`src/hw/rtl/ucd_pkg.sv`:
```
// Shared types and constants for the UTF-8 code point decoder.
// Used by the controller, the datapath and the top level.
package ucd_pkg;

	localparam int BYTE_W   = 8;
	localparam int CP_W     = 21;
	localparam int WIN_LEN  = 4;
	localparam int COUNT_W  = 3;

	localparam logic [CP_W-1:0] INVALID_CODE = CP_W'(63);

	typedef logic [WIN_LEN-1:0][BYTE_W-1:0] window_t;
	typedef logic [COUNT_W-1:0] count_t;

	typedef struct packed {
		logic [BYTE_W-1:0] text_byte;
		logic              end_of_text;
	} in_item_t;

	typedef struct packed {
		logic [CP_W-1:0] code_point;
		logic            run_last;
	} out_item_t;

	typedef struct packed {
		logic load;
		logic step;
	} cmd_t;

	typedef struct packed {
		logic   emit;
		logic   last;
		logic   out_free;
		count_t count;
	} status_t;

endpackage

```
`src/hw/rtl/ucd_datapath.sv`:
```
// Datapath of the UTF-8 decoder: byte window, lead byte evaluation and result register.
// Depends on ucd_pkg; driven by commands from ucd_ctrl.
module ucd_datapath (
	input  logic              clk,
	input  logic              arst_n,
	input  ucd_pkg::cmd_t     cmd,
	input  ucd_pkg::in_item_t in_item,
	input  logic              out_ready,
	output logic              out_valid,
	output ucd_pkg::out_item_t out_item,
	output ucd_pkg::status_t  status
);
	import ucd_pkg::*;

	typedef struct packed {
		logic            emit;
		count_t          consume;
		logic [CP_W-1:0] cp;
	} eval_t;

	function automatic eval_t eval_lead(window_t w, count_t n, logic flush);
		eval_t            r;
		logic [1:0]       need;
		logic             missing;
		logic             bad;
		logic             done;
		logic [BYTE_W-1:0] b;
		r       = '0;
		b       = w[0];
		need    = 2'd0;
		missing = 1'b0;
		bad     = 1'b0;
		done    = 1'b0;
		priority if (b[7:5] == 3'b110) need = 2'd1;
		else if (b[7:4] == 4'b1110) need = 2'd2;
		else if (b[7:3] == 5'b11110) need = 2'd3;
		else need = 2'd0;
		for (int k = 1; k < WIN_LEN; k++) begin
			if (!done && (2'(k) <= need)) begin
				if (COUNT_W'(k) >= n) begin
					missing = 1'b1;
					done    = 1'b1;
				end else if (w[k][7:6] != 2'b10) begin
					bad  = 1'b1;
					done = 1'b1;
				end
			end
		end
		if (n == '0) begin
			r.emit = 1'b0;
		end else if (!b[7]) begin
			r.emit    = 1'b1;
			r.consume = COUNT_W'(1);
			r.cp      = CP_W'(b);
		end else if (need == 2'd0 || bad || (missing && flush)) begin
			r.emit    = 1'b1;
			r.consume = COUNT_W'(1);
			r.cp      = INVALID_CODE;
		end else if (missing) begin
			r.emit = 1'b0;
		end else begin
			r.emit    = 1'b1;
			r.consume = {1'b0, need} + COUNT_W'(1);
			unique case (need)
				2'd1: r.cp = {10'd0, b[4:0], w[1][5:0]};
				2'd2: r.cp = {5'd0, b[3:0], w[1][5:0], w[2][5:0]};
				default: r.cp = {b[2:0], w[1][5:0], w[2][5:0], w[3][5:0]};
			endcase
		end
		return r;
	endfunction

	function automatic window_t shift_win(window_t w, count_t c);
		window_t    r;
		logic [3:0] idx;
		for (int i = 0; i < WIN_LEN; i++) begin
			idx = 4'(i) + {1'b0, c};
			r[i] = (idx < 4'(WIN_LEN)) ? w[idx[1:0]] : '0;
		end
		return r;
	endfunction

	window_t         win_q;
	count_t          count_q;
	logic            flush_q;
	logic            out_valid_q;
	out_item_t       out_q;

	eval_t           cur;
	eval_t           nxt;
	window_t         win_next;
	count_t          count_next;
	logic            in_nonzero;

	assign in_nonzero = (in_item.text_byte != '0);
	assign cur        = eval_lead(win_q, count_q, flush_q);
	assign win_next   = shift_win(win_q, cur.consume);
	assign count_next = count_q - cur.consume;
	assign nxt        = eval_lead(win_next, count_next, flush_q);

	assign status.emit     = cur.emit;
	assign status.last     = (count_next == '0) || !nxt.emit;
	assign status.out_free = !out_valid_q || out_ready;
	assign status.count    = count_q;

	assign out_valid = out_valid_q;
	assign out_item  = out_q;

	always_ff @(posedge clk or negedge arst_n) begin
		if (!arst_n) begin
			count_q     <= '0;
			flush_q     <= 1'b0;
			out_valid_q <= 1'b0;
		end else begin
			if (cmd.load) begin
				count_q <= count_q + COUNT_W'(in_nonzero);
				flush_q <= in_item.end_of_text || !in_nonzero;
			end else if (cmd.step) begin
				count_q <= count_next;
			end
			if (cmd.step) begin
				out_valid_q <= 1'b1;
			end else if (out_ready) begin
				out_valid_q <= 1'b0;
			end
		end
	end

	always_ff @(posedge clk) begin
		if (cmd.load && in_nonzero) begin
			win_q[count_q[1:0]] <= in_item.text_byte;
		end else if (cmd.step) begin
			win_q <= win_next;
		end
		if (cmd.step) begin
			out_q.code_point <= cur.cp;
			out_q.run_last   <= status.last;
		end
	end

endmodule

```
`config.mk`:
```
export PLATFORM = sky130hd
export DESIGN_NAME = ucd_datapath
export DESIGN_NICKNAME = d
export VERILOG_FILES = /design/src/hw/rtl/ucd_pkg.sv /design/src/hw/rtl/ucd_datapath.sv
export SDC_FILE = /design/constraint.sdc
export NUM_CORES = 1
export LEC_CHECK = 0
export BUFFER_PORTS_ARGS = -buffer_cell sky130_fd_sc_hd__buf_2
export CAP_MARGIN = 20
export CORE_MARGIN = 2
export CORE_UTILIZATION = 40
export DETAILED_ROUTE_END_ITERATION = 6
export SYNTH_ARGS = -nofsm -noshare
export SYNTH_HDL_FRONTEND = slang
export SYNTH_SLANG_ARGS = --single-unit
```
`constraint.sdc`:
```
create_clock -name clk -period 5.1 [get_ports clk]
set_input_delay 0.765 -clock clk [delete_from_list [all_inputs] [get_ports clk]]
set_output_delay 0.765 -clock clk [all_outputs]
set_load 0.01 [all_outputs]
```
==> key figures <==
Power and ir drop
  – VDD IR max: 0.000164 V
  – P_leak: 1.87 nW
  – Clock share of power: 14.5%
  – Logic pwr share: 52.3%
  – Reg power frac: 33.2%
  – Switch share: 44.0%
  – Internal power: 0.00145 W
  – Pwr/cell area: 548 mW/mm2
  – Sw Pwr: 0.00114 W

Synthesis
  – Post-synthesis cell type count: 64
  – Yosys reg bits: 59
  – Yosys Warn Count: 0
  – Post-Syn Area per Cell: 10.1 um2
  – Cell Area, Synth: 0.00400 mm2
  – Syn_nets: 417
  – Fraction of registers with async set/reset: 8.47%
  – Post-synth EDFFs: 54
  – Seq/Total Area, Yosys: 43.7%
  – Ys flop type: edfxtp_1
  – Syn Inst Count: 394

GRT
  – Grt total ovfl: 0
  – Largest net degree at the start of global routing: 28
  – Number of antenna violations at the first check in global routing: 0
  – Vias in the first global route: 3296
  – Total track usage: 21.9%
  – First-pass GRT wire length: 18500 um

Clock tree
  – CTS HTree Levels: 3
  – Clk sinks: 59
  – CTS Buf Count: 9
  – CTS tree: done
  – Clk_lat worst skew: 0.35 ns
  – Clk slew on worst S/H paths: 0.08 ns
  – Clk buf depth: 2
  – Clk root buf: clkbuf_8
  – Hold-fix buffers, CTS: 0

Status
  – Status: completed

Finish
  – Post-route insts no fill: 590
  – Layout Cell Area excl Fill: 0.00471 mm2
  – Syn-to-layout area delta: 17.8%
  – Layout cells sized above 1: 24.5%
  – # nets final: 475
  – Layout fillers: 947
  – # diodes: 0

Critical path
  – Setup crit end kind: output port
  – Data required, critical path: 4.34 ns
  – Worst Path Arrival: 4.19 ns
  – Worst Setup Path Type: reg2out
  – Slowest cell on crit path: fa_2
  – Worst Path Max Fanout: 5
  – Delay-heaviest family, CP: compound AO/OA/AOI/OAI gates
  – CP peak stage delay: 0.40 ns
  – Buf/Inv on CP: 2
  – Critical Path Start Type: flop
  – Worst path cell trace: nand2b_1 > a21oi_4 > inv_1 > ha_2 > o311a_1 > mux2i_1 > a41o_1 > nand3_2 > fa_2 > nand2_1 > a2111oi_2 > a211o_1 > o211ai_1 > o31ai_1 > o311ai_2 > o41ai_4 > buf_2

Timing
  – Final setup fails: 0
  – Slew @ Worst Pin: 1.16 ns
  – Tcrit/Tclk final: 97.2%
  – Slew headroom: 21.9%
  – Fin. max-slew vios: 0
  – Final hold viol count: 0
  – Fmax: 202 MHz
  – Skew final: 0.0163 ns
  – Min Tclk post-route: 4.96 ns

Die
  – Row cnt: 36
  – Initial core utilization: 41.1%
  – Die Ht: 104 um
  – Die width: 104 um
  – IO Pins: 43
  – DIE AREA: 0.0108 mm2
  – Core Area: 0.00973 mm2

Placed design
  – # placed instances: 563
  – Dpl hpwl: 8570 um
  – Port-buffer cells: 42
  – Post-DP Area: 0.00439 mm2
  – Final GP Congestion: 0.953

Drt
  – Total Routed Length: 11900 um
  – Post-route ant nets: 0
  – Via count: 3576
  – Via/cell ratio: 6.06
  – # DRC: 0
  – Routed len/inst: 20.2 um
  – Initial drt markers: 295
  – DR pass1 iterations: 5

Min path
  – Hold Path Class: in2async

Run
  – Max_cap viols: 0
## flip-flops by register name (all words and copies together) (netlist names)
| name | count |
|---|---|
| out_item | 22 |
| flush_q | 1 |
| count_q | 3 |
| out_valid | 1 |
| win_q | 32 |
## repair_timing
action                     in CTS  in global routing
setup endpoints to repair       1                  1
pin swaps                       3                  8
resized for setup               9                  9
setup buffers                   4                  6
## synthesized netlist by cell type, drive strengths merged, types with 6 or more instances
master   n  area [um2]
edfxtp  54        1620
nand2   39         146
mux2i   34         340
nor2    32         130
a21oi   26         134
o21ai   21         109
a22o    15         131
nand3   14        70.1
clkbuf  13        48.8
inv     13        51.3
nor3    12        60.1
buf     10        61.3
a211oi   8        60.1
ha       8         100
and2     7        43.8
nor2b    7        46.3
a22oi    6        45.0
## layout by cell type, fill, tap and decap left out, types with 6 or more instances in the layout
cell type  netlist  routed
ha_1             8       6
clkbuf_8         0       9
edfxtp_1        54      54
buf_2            4      43
a211oi_1         8       7
o21ai_0         19      18
nor2_1          30      30
nand3_1         14      12
mux2i_1         34      34
a21oi_1         25      23
inv_1           11      11
nor2b_1          6       6
nand2_1         39      39
a22oi_1          6       6
a22o_1          15      15
nor3_1          12      12
buf_4            3      27
and2_1           7       7
## layout make-up
cell class | instances | area [um2] | area share [%]
Clock buffer | 11 | 131 | 2.79
Clock inverter | 5 | 30.0 | 0.637
Inverter | 13 | 51.3 | 1.09
Multi-Input combinational cell | 299 | 2170 | 46.0
Sequential cell | 59 | 1750 | 37.1
Tap cell | 133 | 166 | 3.53
Timing Repair Buffer | 70 | 418 | 8.87
## kinds of logic after synthesis
kind of cell	synth area share [%]
mux	11.0
fa+ha+maj	3.00
buf+inv	4.04
xor+xnor	0.657
compound gates	21.5
flops	43.7
simple gates	16.1
## through the flow
step / power [W] / TNS [ns] / hold slack (ns) / worst slack [ns] / utilization (%)
after floorplan: 0.00171 / 0 / 0.469 / 0.465 / -
after global placement: 0.00209 / 0 / 0.481 / 0.372 / 45.2
after detailed placement: 0.00210 / 0 / 0.496 / 0.247 / 45.2
after CTS: 0.00251 / 0 / 0.214 / 0.0123 / 47.5
after global routing: 0.00274 / -0.0402 / 0.219 / -0.0402 / 48.4
final: 0.00258 / 0 / 0.217 / 0.142 / 48.4
## final timing paths
check	startpoint	endpoint	slack, ns	cells after the start
max	win_q[3]	status[4]	0.14	17
min	arst_n	count_q[1]	0.22	1
max reg2reg	win_q[3]	out_item[0]	1.16	16
min reg2reg	out_valid	out_valid	0.51	2
max in group asynchronous	arst_n	out_valid	4.73	1
min in group clk	out_valid	out_valid	0.51	2
## power by group through the flow
stage	clock (W)	sequential, W	combinational (W)
4_1_cts	0.000377	0.000852	0.00128
2_1_floorplan	0	0.000816	0.000890
5_1_grt	0.000400	0.000874	0.00146
3_5_place_dp	0	0.000859	0.00124
6_report	0.000375	0.000858	0.00135
3_3_place_gp	0	0.000859	0.00123
## per-layer routing
| layer | part of all wire [%] | routed length (um) | track usage [%] | vias up |
|---|---|---|---|---|
| li1 | - | - | - | 1639 |
| met1 | 46 | 5500 | 32.0 | 1752 |
| met5 | 0 | 0 | 0 | - |
| met4 | 1.6 | 187 | 7.82 | 0 |
| met3 | 7.1 | 848 | 3.63 | 18 |
| met2 | 45 | 5380 | 32.9 | 167 |
Note: power is estimated with default switching activity, not from simulation.
